**config.mk**
```make
export PLATFORM = sky130hd
export DESIGN_NAME = lru_key_value_cache
export DESIGN_NICKNAME = d
export VERILOG_FILES = /design/src/hw/rtl/lkvc_pkg.sv /design/src/hw/rtl/lru_key_value_cache.sv /design/src/hw/rtl/lkvc_ctrl.sv /design/src/hw/rtl/lkvc_datapath.sv
export VERILOG_INCLUDE_DIRS = /design/src /design/src/hw/rtl
export SDC_FILE = /design/constraint.sdc
export NUM_CORES = 2
export LEC_CHECK = 0
export CAP_MARGIN = 0
export CORE_AREA = 2 2 310 281
export CTS_CLUSTER_DIAMETER = 100
export DETAILED_ROUTE_END_ITERATION = 16
export DIE_AREA = 0 0 312 283
export DONT_BUFFER_PORTS = 1
export GPL_TIMING_DRIVEN = 0
export PLACE_DENSITY = 0.82
export SYNTH_ARGS = -nofsm -noshare
export SYNTH_HDL_FRONTEND = slang
export SYNTH_SLANG_ARGS = --single-unit
```
**constraint.sdc**
```tcl
create_clock -name clock -period 5.85 [get_ports clock]
set_input_delay 0.8775 -clock clock [delete_from_list [all_inputs] [get_ports clock]]
set_output_delay 0.8775 -clock clock [all_outputs]
set_load 0.05 [all_outputs]
```
**src/hw/rtl/lru_key_value_cache_assert.svh**
```systemverilog
// assertion macros used by the lru key-value cache datapath
// expects signals named clock and reset in the including module
`ifndef LRU_KEY_VALUE_CACHE_ASSERT_SVH
`define LRU_KEY_VALUE_CACHE_ASSERT_SVH

// condition holds at every edge out of reset
`define LKVC_ASSERT_ALWAYS(label, cond, msg) \
   label: assert property (@(posedge clock) disable iff (reset) (cond)) \
      else $error(msg);

// consequent holds in the same cycle as the antecedent
`define LKVC_ASSERT_IMPLIES(label, ante, cons, msg) \
   label: assert property (@(posedge clock) disable iff (reset) (ante) |-> (cons)) \
      else $error(msg);

// consequent holds in the cycle after the antecedent
`define LKVC_ASSERT_NEXT(label, ante, cons, msg) \
   label: assert property (@(posedge clock) disable iff (reset) (ante) |=> (cons)) \
      else $error(msg);

`endif

```
**src/hw/rtl/lkvc_pkg.sv**
```systemverilog
// types and constants for the lru key-value cache
// no dependencies; imported by every rtl module of the block
package lkvc_pkg;

   localparam int DATA_W     = 32;
   localparam int CAP_W      = 5;
   localparam int CSR_DATA_W = 32;
   localparam int CSR_ADDR_W = 3;

   localparam logic [0:0]        REG_CAPACITY   = 1'b0;
   localparam logic [CAP_W-1:0]  CAPACITY_RESET = 5'd16;
   localparam logic [DATA_W-1:0] MISS_VALUE     = 32'hFFFF_FFFF;

   localparam logic OP_GET = 1'b0;
   localparam logic OP_PUT = 1'b1;

   typedef struct packed {
      logic                     op;
      logic signed [DATA_W-1:0] key;
      logic signed [DATA_W-1:0] value;
   } req_type;

   typedef struct packed {
      logic                     hit;
      logic signed [DATA_W-1:0] read_value;
   } rsp_type;

   typedef enum logic [1:0] {
      ST_IDLE,
      ST_SEARCH,
      ST_APPLY,
      ST_DELIVER
   } state_type;

   typedef struct packed {
      logic capture;
      logic search;
      logic apply;
      logic load_rsp;
   } ctrl_cmd_type;

   typedef struct packed {
      logic is_put;
      logic rsp_free;
   } dp_status_type;

endpackage

```
**src/hw/rtl/lru_key_value_cache.sv**
```systemverilog
// lru key-value cache: a get passes capture, search, apply (registered read of the
// value memory) and deliver before rsp_valid rises; a put lands in the store when
// apply ends and sends nothing. req_ready is high only in idle, so a new request is
// taken only after the last one is through, later while a finished word waits.
// synchronous reset clears valid bits, ranks, entry count, output valid and sets
// capacity to 16; key and value stores are not cleared
module lru_key_value_cache import lkvc_pkg::*; #(
   parameter int MAX_ENTRIES = 16
) (
   input  logic                  clock,
   input  logic                  reset,
   input  logic                  req_valid,
   output logic                  req_ready,
   input  req_type               req_data,
   output logic                  rsp_valid,
   input  logic                  rsp_ready,
   output rsp_type               rsp_data,
   input  logic                  psel,
   input  logic                  penable,
   input  logic                  pwrite,
   input  logic [CSR_ADDR_W-1:0] paddr,
   input  logic [CSR_DATA_W-1:0] pwdata,
   output logic [CSR_DATA_W-1:0] prdata,
   output logic                  pready
);

   logic [CAP_W-1:0] capacity_ff;
   logic             sel_capacity;
   ctrl_cmd_type     cmd;
   dp_status_type    status;

   assign sel_capacity = paddr[CSR_ADDR_W-1:2] == REG_CAPACITY;

   always_ff @(posedge clock) begin
      if (reset) begin
         capacity_ff <= CAPACITY_RESET;
      end else if (psel && penable && pwrite && sel_capacity) begin
         capacity_ff <= pwdata[CAP_W-1:0];
      end
   end

   assign prdata = sel_capacity ? CSR_DATA_W'(capacity_ff) : '0;
   assign pready = 1'b1;

   lkvc_ctrl u_ctrl (
      .clock     (clock),
      .reset     (reset),
      .req_valid (req_valid),
      .req_ready (req_ready),
      .status    (status),
      .cmd       (cmd)
   );

   lkvc_datapath #(
      .MAX_ENTRIES (MAX_ENTRIES)
   ) u_datapath (
      .clock     (clock),
      .reset     (reset),
      .cmd       (cmd),
      .status    (status),
      .capacity  (capacity_ff),
      .req_data  (req_data),
      .rsp_valid (rsp_valid),
      .rsp_ready (rsp_ready),
      .rsp_data  (rsp_data)
   );

endmodule

```
**src/hw/rtl/lkvc_ctrl.sv**
```systemverilog
// sequencer for the lru key-value cache: capture, search, apply, deliver
// depends on lkvc_pkg; drives lkvc_datapath through ctrl_cmd_type
module lkvc_ctrl import lkvc_pkg::*; (
   input  logic          clock,
   input  logic          reset,
   input  logic          req_valid,
   output logic          req_ready,
   input  dp_status_type status,
   output ctrl_cmd_type  cmd
);

   state_type state_ff, state_in;

   always_ff @(posedge clock) begin
      if (reset) begin
         state_ff <= ST_IDLE;
      end else begin
         state_ff <= state_in;
      end
   end

   always_comb begin
      state_in = state_ff;
      cmd      = '0;
      req_ready = 1'b0;
      case (state_ff)
         ST_IDLE: begin
            // nothing is taken while reset is held
            req_ready = !reset;
            if (req_valid && !reset) begin
               cmd.capture = 1'b1;
               state_in    = ST_SEARCH;
            end
         end
         ST_SEARCH: begin
            cmd.search = 1'b1;
            state_in   = ST_APPLY;
         end
         ST_APPLY: begin
            cmd.apply = 1'b1;
            // a put has no word to send
            state_in  = status.is_put ? ST_IDLE : ST_DELIVER;
         end
         ST_DELIVER: begin
            if (status.rsp_free) begin
               cmd.load_rsp = 1'b1;
               state_in     = ST_IDLE;
            end
         end
         default: begin
            state_in = ST_IDLE;
         end
      endcase
   end

endmodule

```
**src/hw/rtl/lkvc_datapath.sv**
```systemverilog
// entry store, recency ranks, value memory and output register of the cache
// depends on lkvc_pkg and lru_key_value_cache_assert.svh; driven by lkvc_ctrl
`include "lru_key_value_cache_assert.svh"

module lkvc_datapath import lkvc_pkg::*; #(
   parameter int MAX_ENTRIES = 16
) (
   input  logic             clock,
   input  logic             reset,
   input  ctrl_cmd_type     cmd,
   output dp_status_type    status,
   input  logic [CAP_W-1:0] capacity,
   input  req_type          req_data,
   output logic             rsp_valid,
   input  logic             rsp_ready,
   output rsp_type          rsp_data
);

   localparam int IDX_W  = $clog2(MAX_ENTRIES);
   localparam int RANK_W = IDX_W;
   localparam int CNT_W  = $clog2(MAX_ENTRIES + 1);
   localparam int CMP_W  = (CNT_W > CAP_W) ? CNT_W : CAP_W;

   function automatic logic [MAX_ENTRIES-1:0] lowest_one(input logic [MAX_ENTRIES-1:0] x);
      return x & (~x + MAX_ENTRIES'(1));
   endfunction

   req_type                 req_ff;
   logic [MAX_ENTRIES-1:0]  valid_ff, valid_in;
   logic [DATA_W-1:0]       key_ff [MAX_ENTRIES];
   logic [RANK_W-1:0]       rank_ff [MAX_ENTRIES];
   logic [RANK_W-1:0]       rank_in [MAX_ENTRIES];
   logic [CNT_W-1:0]        count_ff, count_in;
   logic [DATA_W-1:0]       value_mem [MAX_ENTRIES];
   logic [DATA_W-1:0]       rdata_ff;

   logic                    hit_ff, insert_ff;
   logic [MAX_ENTRIES-1:0]  target_oh_ff;
   logic [RANK_W-1:0]       target_rank_ff;
   logic [IDX_W-1:0]        target_idx_ff;

   logic                    rsp_valid_ff;
   rsp_type                 rsp_data_ff;

   // search results
   logic [MAX_ENTRIES-1:0]  match, lru_cand, target_oh;
   logic [RANK_W-1:0]       last_rank, target_rank;
   logic [IDX_W-1:0]        target_idx;
   logic [CMP_W-1:0]        cap_ext, eff_cap;
   logic                    hit, has_room, is_put, change;

   assign is_put = req_ff.op == OP_PUT;

   always_ff @(posedge clock) begin
      if (cmd.capture) begin
         req_ff <= req_data;
      end
   end

   always_comb begin
      cap_ext = CMP_W'(capacity);
      if (cap_ext == '0) begin
         eff_cap = CMP_W'(1);
      end else if (cap_ext > CMP_W'(MAX_ENTRIES)) begin
         eff_cap = CMP_W'(MAX_ENTRIES);
      end else begin
         eff_cap = cap_ext;
      end
   end

   // ranks of valid entries always form 0..count-1, so the oldest has rank count-1
   always_comb begin
      last_rank = RANK_W'(count_ff - CNT_W'(1));
      for (int i = 0; i < MAX_ENTRIES; i++) begin
         match[i]    = valid_ff[i] && (key_ff[i] == req_ff.key);
         lru_cand[i] = valid_ff[i] && (rank_ff[i] == last_rank);
      end
      hit      = |match;
      has_room = CMP_W'(count_ff) < eff_cap;
      if (hit) begin
         target_oh = lowest_one(match);
      end else if (has_room) begin
         target_oh = lowest_one(~valid_ff);
      end else begin
         target_oh = lowest_one(lru_cand);
      end
      target_rank = '0;
      target_idx  = '0;
      for (int i = 0; i < MAX_ENTRIES; i++) begin
         if (target_oh[i]) begin
            target_rank = target_rank | rank_ff[i];
            target_idx  = target_idx | IDX_W'(i);
         end
      end
   end

   always_ff @(posedge clock) begin
      if (cmd.search) begin
         hit_ff         <= hit;
         insert_ff      <= !hit && has_room;
         target_oh_ff   <= target_oh;
         target_rank_ff <= target_rank;
         target_idx_ff  <= target_idx;
      end
   end

   // get hit touches the entry; every put touches or inserts
   assign change = cmd.apply && (is_put || hit_ff);

   always_comb begin
      for (int i = 0; i < MAX_ENTRIES; i++) begin
         valid_in[i] = valid_ff[i];
         rank_in[i]  = rank_ff[i];
         if (change) begin
            if (target_oh_ff[i]) begin
               rank_in[i] = '0;
               if (is_put) begin
                  valid_in[i] = 1'b1;
               end
            end else if (valid_ff[i] && (insert_ff || rank_ff[i] < target_rank_ff)) begin
               rank_in[i] = rank_ff[i] + RANK_W'(1);
            end
         end
      end
      count_in = count_ff + CNT_W'(change && insert_ff);
   end

   always_ff @(posedge clock) begin
      if (reset) begin
         valid_ff <= '0;
         count_ff <= '0;
         for (int i = 0; i < MAX_ENTRIES; i++) begin
            rank_ff[i] <= '0;
         end
      end else begin
         valid_ff <= valid_in;
         count_ff <= count_in;
         for (int i = 0; i < MAX_ENTRIES; i++) begin
            rank_ff[i] <= rank_in[i];
         end
      end
   end

   always_ff @(posedge clock) begin
      for (int i = 0; i < MAX_ENTRIES; i++) begin
         if (change && is_put && target_oh_ff[i]) begin
            key_ff[i] <= req_ff.key;
         end
      end
   end

   always_ff @(posedge clock) begin
      if (change && is_put && (|target_oh_ff)) begin
         value_mem[target_idx_ff] <= req_ff.value;
      end
      if (cmd.apply && (req_ff.op == OP_GET) && hit_ff) begin
         rdata_ff <= value_mem[target_idx_ff];
      end
   end

   always_ff @(posedge clock) begin
      if (reset) begin
         rsp_valid_ff <= 1'b0;
      end else if (cmd.load_rsp) begin
         rsp_valid_ff <= 1'b1;
      end else if (rsp_ready) begin
         rsp_valid_ff <= 1'b0;
      end
   end

   always_ff @(posedge clock) begin
      if (cmd.load_rsp) begin
         rsp_data_ff.hit        <= hit_ff;
         rsp_data_ff.read_value <= hit_ff ? rdata_ff : MISS_VALUE;
      end
   end

   assign rsp_valid       = rsp_valid_ff;
   assign rsp_data        = rsp_data_ff;
   assign status.is_put   = is_put;
   assign status.rsp_free = !rsp_valid_ff || rsp_ready;

   `LKVC_ASSERT_ALWAYS(a_count_bound, count_ff <= CNT_W'(MAX_ENTRIES), "entry count above depth")
   `LKVC_ASSERT_ALWAYS(a_count_valid, $countones(valid_ff) == count_ff,
      "count differs from valid bits")
   `LKVC_ASSERT_NEXT(a_insert_grows, change && insert_ff,
      count_ff == $past(count_ff) + CNT_W'(1), "insert did not grow count")
   `LKVC_ASSERT_IMPLIES(a_miss_word, rsp_valid_ff && !rsp_data_ff.hit,
      rsp_data_ff.read_value == MISS_VALUE, "miss word without miss value")

endmodule
```
==> run_summary.xml <==
<?xml version="1.0" encoding="UTF-8"?>
<metrics>
  <group name="clock_tree">
    <metric name="max-clock-path-buffers" unit="">3</metric>
    <metric name="tritoncts.num_buffers" unit="">117</metric>
    <metric name="htree_num_levels" unit="">3</metric>
    <metric name="clk-insertion-delay-late" unit="ps">760</metric>
    <metric name="clk_pin_slew_worst_paths" unit="ps">80</metric>
    <metric name="cts_tree" unit="">built</metric>
    <metric name="clockRootBuffer" unit="">clkbuf_16</metric>
    <metric name="clock_sinks" unit="">1273</metric>
    <metric name="holdBufCountCts" unit="">0</metric>
  </group>
  <group name="place">
    <metric name="post-dp-hpwl" unit="mm">97.9</metric>
    <metric name="io_buffer_count" unit="">0</metric>
    <metric name="place_congestion" unit="">0.942</metric>
    <metric name="placedInstanceArea" unit="um2">56200</metric>
  </group>
  <group name="setup_path">
    <metric name="worstSetupStartpoint" unit="">u_datapath.req_ff[38]</metric>
    <metric name="r2r-end" unit="">u_datapath.target_rank_ff[3]</metric>
    <metric name="worstPathMaxFanout" unit="">17</metric>
    <metric name="criticalPathCategory" unit="">register to register</metric>
    <metric name="rr_startpoint" unit="">u_datapath.req_ff[38]</metric>
    <metric name="worst_setup_path_end_kind" unit="">register</metric>
    <metric name="cp_arrival" unit="ps">6280</metric>
    <metric name="worst_ep_required_time" unit="ps">6250</metric>
    <metric name="worstSetupStartpointType" unit="">register</metric>
    <metric name="reg2reg_depth" unit="">13</metric>
    <metric name="crit_path_end" unit="">u_datapath.target_rank_ff[3]</metric>
    <metric name="reg2reg_setup_slack" unit="ps">-30</metric>
  </group>
  <group name="grt">
    <metric name="first_global_vias" unit="">32078</metric>
    <metric name="grt_start_max_net_pins" unit="">56</metric>
    <metric name="grt_antenna_before_repair" unit="">13</metric>
    <metric name="global_route_total_usage_across_every_layer" unit="%">36.7</metric>
    <metric name="grt-ovfl-total" unit="">0</metric>
    <metric name="grt_first_pass_wirelength" unit="mm">230</metric>
  </group>
  <group name="die">
    <metric name="dieArea" unit="um2">88300</metric>
    <metric name="die_height" unit="um">283</metric>
    <metric name="core_area" unit="um2">85300</metric>
    <metric name="initial_core_util" unit="%">63.3</metric>
    <metric name="std_cell_rows" unit="">102</metric>
    <metric name="floorplan.io_pins" unit="">175</metric>
    <metric name="floorplan.die.width" unit="um">312</metric>
  </group>
  <group name="timing">
    <metric name="slew_headroom" unit="%">5.20</metric>
    <metric name="finalMaxSlewViolations" unit="">0</metric>
    <metric name="timing_hold_violations_final" unit="">0</metric>
    <metric name="tightest_slew" unit="ps">1420</metric>
    <metric name="fin_setup_tns" unit="ps">-27.4</metric>
    <metric name="finalWorstSetupSlack" unit="ps">-27.4</metric>
    <metric name="timing.fmax" unit="MHz">170</metric>
    <metric name="worst_clock_skew" unit="ps">86.5</metric>
    <metric name="fin_crit_sh" unit="%">100</metric>
    <metric name="setup_viol" unit="">1</metric>
    <metric name="final_period_minus_worst_setup_slack" unit="ps">5880</metric>
  </group>
  <group name="logic_synthesis">
    <metric name="ys_async_sr_fraction" unit="%">0</metric>
    <metric name="ys_seq_elements" unit="">1273</metric>
    <metric name="netlist_instances" unit="">3211</metric>
    <metric name="synth_top_flop_cell" unit="">edfxtp_1</metric>
    <metric name="number_of_synthesized_flops_with_an_enable_pin" unit="">1180</metric>
    <metric name="ys_types" unit="">75</metric>
    <metric name="ys.warnings.count" unit="">0</metric>
    <metric name="syn-mean-instance-area" unit="um2">16.8</metric>
    <metric name="syn-cell-area" unit="um2">54000</metric>
    <metric name="yosysSeqAreaShare" unit="%">69.1</metric>
  </group>
  <group name="pwr">
    <metric name="static-leakage-power" unit="nW">20.1</metric>
    <metric name="cellPowerDensity" unit="nW/um2">310</metric>
    <metric name="design_power_total" unit="mW">18.7</metric>
    <metric name="max-vdd-ir-drop" unit="V">0.000323</metric>
  </group>
  <group name="routing">
    <metric name="postRouteWirelength" unit="mm">165</metric>
    <metric name="detail_route.first_pass.iterations" unit="">6</metric>
    <metric name="detailroute.via_count" unit="">32429</metric>
    <metric name="drt_iter0_drc" unit="">5576</metric>
    <metric name="detail-route-antenna-nets" unit="">0</metric>
    <metric name="drc" unit="">0</metric>
    <metric name="route.detailed.wl_per_inst" unit="um">35.4</metric>
    <metric name="route.detailed.vias_per_inst" unit="">6.95</metric>
  </group>
  <group name="outcome">
    <metric name="failing_checks" unit="">negative setup slack</metric>
    <metric name="outcome" unit="">finished, violations left</metric>
  </group>
  <group name="cells_and_area">
    <metric name="nNetsFinal" unit="">3596</metric>
    <metric name="layout-drive-gt1-share" unit="%">15.3</metric>
    <metric name="finish.instance_area" unit="um2">60200</metric>
    <metric name="layout-area-overhead-vs-synth" unit="%">11.6</metric>
  </group>
  <group name="run">
    <metric name="timing.max_cap.violations" unit="">0</metric>
  </group>
  <group name="hold_path">
    <metric name="min-delay-path-class" unit="">input pin to register</metric>
  </group>
</metrics>
worst max-delay path: stages (launching register included):
cell and delay, ps:
edfxtp_1 1110, buf_4 390, xor2_1 100, nor4_1 660
nand4_1 380, or4_4 700, and4b_1 290, nand4_1 240
nor2_1 210, inv_1 120, clkbuf_1 550, a21oi_1 80
a2111oi_0 540, nand4_1 160
sequential cells by signal (all words and copies together) (netlist names), 2 cells and up:
signal                     flops
u_datapath.req_ff             64
u_ctrl.state_ff                2
u_datapath.valid_ff           16
u_datapath.target_idx_ff       4
u_datapath.key_ff            512
u_datapath.target_oh_ff       16
u_datapath.count_ff            5
u_datapath.rdata_ff           32
capacity_ff                    5
u_datapath.rsp_data           33
u_datapath.value_mem         512
u_datapath.target_rank_ff      4
u_datapath.rank_ff            64
routing by layer:
metal / part of all wire, % / GRT usage (%) / routed length (um)
met5: 0.022 / 0 / 37
met1: 34 / 48.3 / 55800
met3: 14 / 9.11 / 22300
met4: 5.8 / 17.7 / 9540
met2: 47 / 58.1 / 77400
cell usage after synthesis, types with 21 or more instances:
library cell  count  area, um2
ha_1             71        888
nor2b_1          28        175
buf_4            53        398
buf_2            25        125
inv_1            40        150
nor4_1           85        532
mux4_2          160       3600
nor2_1          132        495
clkbuf_1         64        240
a21oi_1          48        240
xor2_1          360       3150
and2_1           24        150
nand4_1          86        538
a211oi_1         33        248
a22oi_1          29        218
nand2_1          55        206
nor3_1           45        225
dfxtp_1          93       1860
mux2i_1          21        210
buf_6            25        282
nand3_1          46        230
nand2b_1         54        338
xnor2_1         234       2050
a21o_1           28        210
edfxtp_1       1180      35400
what timing repair did:
action | in CTS | in global routing
setup buffers | 2 | 27
pin swaps | 0 | 0
gates resized for setup | 2 | 3
endpoints found under the setup margin | 6 | 8
layout make-up:
| class | instances | area, um2 |
|---|---|---|
| clock inverters | 68 | 628 |
| multi-input cells | 1745 | 15700 |
| fillers | 5008 | 25000 |
| diodes | 9 | 22.5 |
| plain buffers | 179 | 1090 |
| well taps | 1144 | 1430 |
| repair buffers | 62 | 768 |
| clock buffers | 149 | 3110 |
| flip-flops and latches | 1273 | 37300 |
| inverters | 40 | 150 |
through the flow:
step           setup slack, ps  hold slack [ps]  instances  util [%]
2_1_floorplan             1440              435       3237         -
3_3_place_gp             -2670              443       4381      65.1
3_5_place_dp             -84.2              454       4414      65.9
4_1_cts                   39.5              193       4633      70.3
5_1_grt                  -47.8              195       4663      70.6
6_report                 -27.4              208       4669      70.6
worst min path at each step:
stage | start | endpoint | slack, ps | depth (start not counted)
floorplan | capacity_ff[4] | capacity_ff[4] | 440 | 1
global placement | capacity_ff[4] | capacity_ff[4] | 440 | 1
detailed placement | capacity_ff[4] | capacity_ff[4] | 450 | 1
CTS | req_data[26] | u_datapath.req_ff[26] | 190 | 0
global route | req_data[28] | u_datapath.req_ff[28] | 190 | 0
finish | req_data[28] | u_datapath.req_ff[28] | 210 | 0
placed cells by master, fill, tap and decap left out, drive strengths merged, types with 9 or more instances in the layout:
cell type | Yosys | routed
xor2 | 360 | 360
nand4 | 87 | 87
edfxtp | 1180 | 1180
nand2b | 54 | 54
a22oi | 29 | 29
conb | 2 | 28
mux4 | 160 | 160
clkbuf | 64 | 213
nor3 | 46 | 46
xnor3 | 14 | 14
xnor2 | 236 | 236
mux2i | 21 | 21
nand3 | 47 | 47
and2 | 24 | 24
nand2 | 55 | 55
nor4 | 89 | 89
clkinv | 0 | 55
ha | 71 | 71
nor2 | 132 | 132
a21oi | 48 | 48
diode | 0 | 9
or3 | 11 | 11
dfxtp | 93 | 93
a21o | 28 | 28
nor3b | 10 | 10
o211a | 16 | 16
buf | 115 | 177
a211oi | 33 | 33
o21ai | 16 | 16
nor2b | 28 | 28
inv | 40 | 43
power breakdown:
group | internal [mW] | leakage, nW | switching (mW)
registers | 10.0 | 11.4 | 0.158
clock network | 4.12 | 1.81 | 3.51
logic | 0.305 | 6.87 | 0.576
total | 14.4 | 20.1 | 4.24
cell families (layout without fill, tap and decap cells):
logic type	after synthesis	in the layout	share of synthesized area (%)
buffers and inverters	219	498	2.30
flip-flops	1273	1273	69.1
XOR/XNOR	610	610	10.3
multiplexers	183	183	7.11
AO/OA/AOI/OAI	230	230	3.10
adder cells (fa/ha/maj)	71	71	1.65
other	2	37	0.0139
AND/OR/NAND/NOR	623	623	6.42
(Power assumes the default switching activity.)
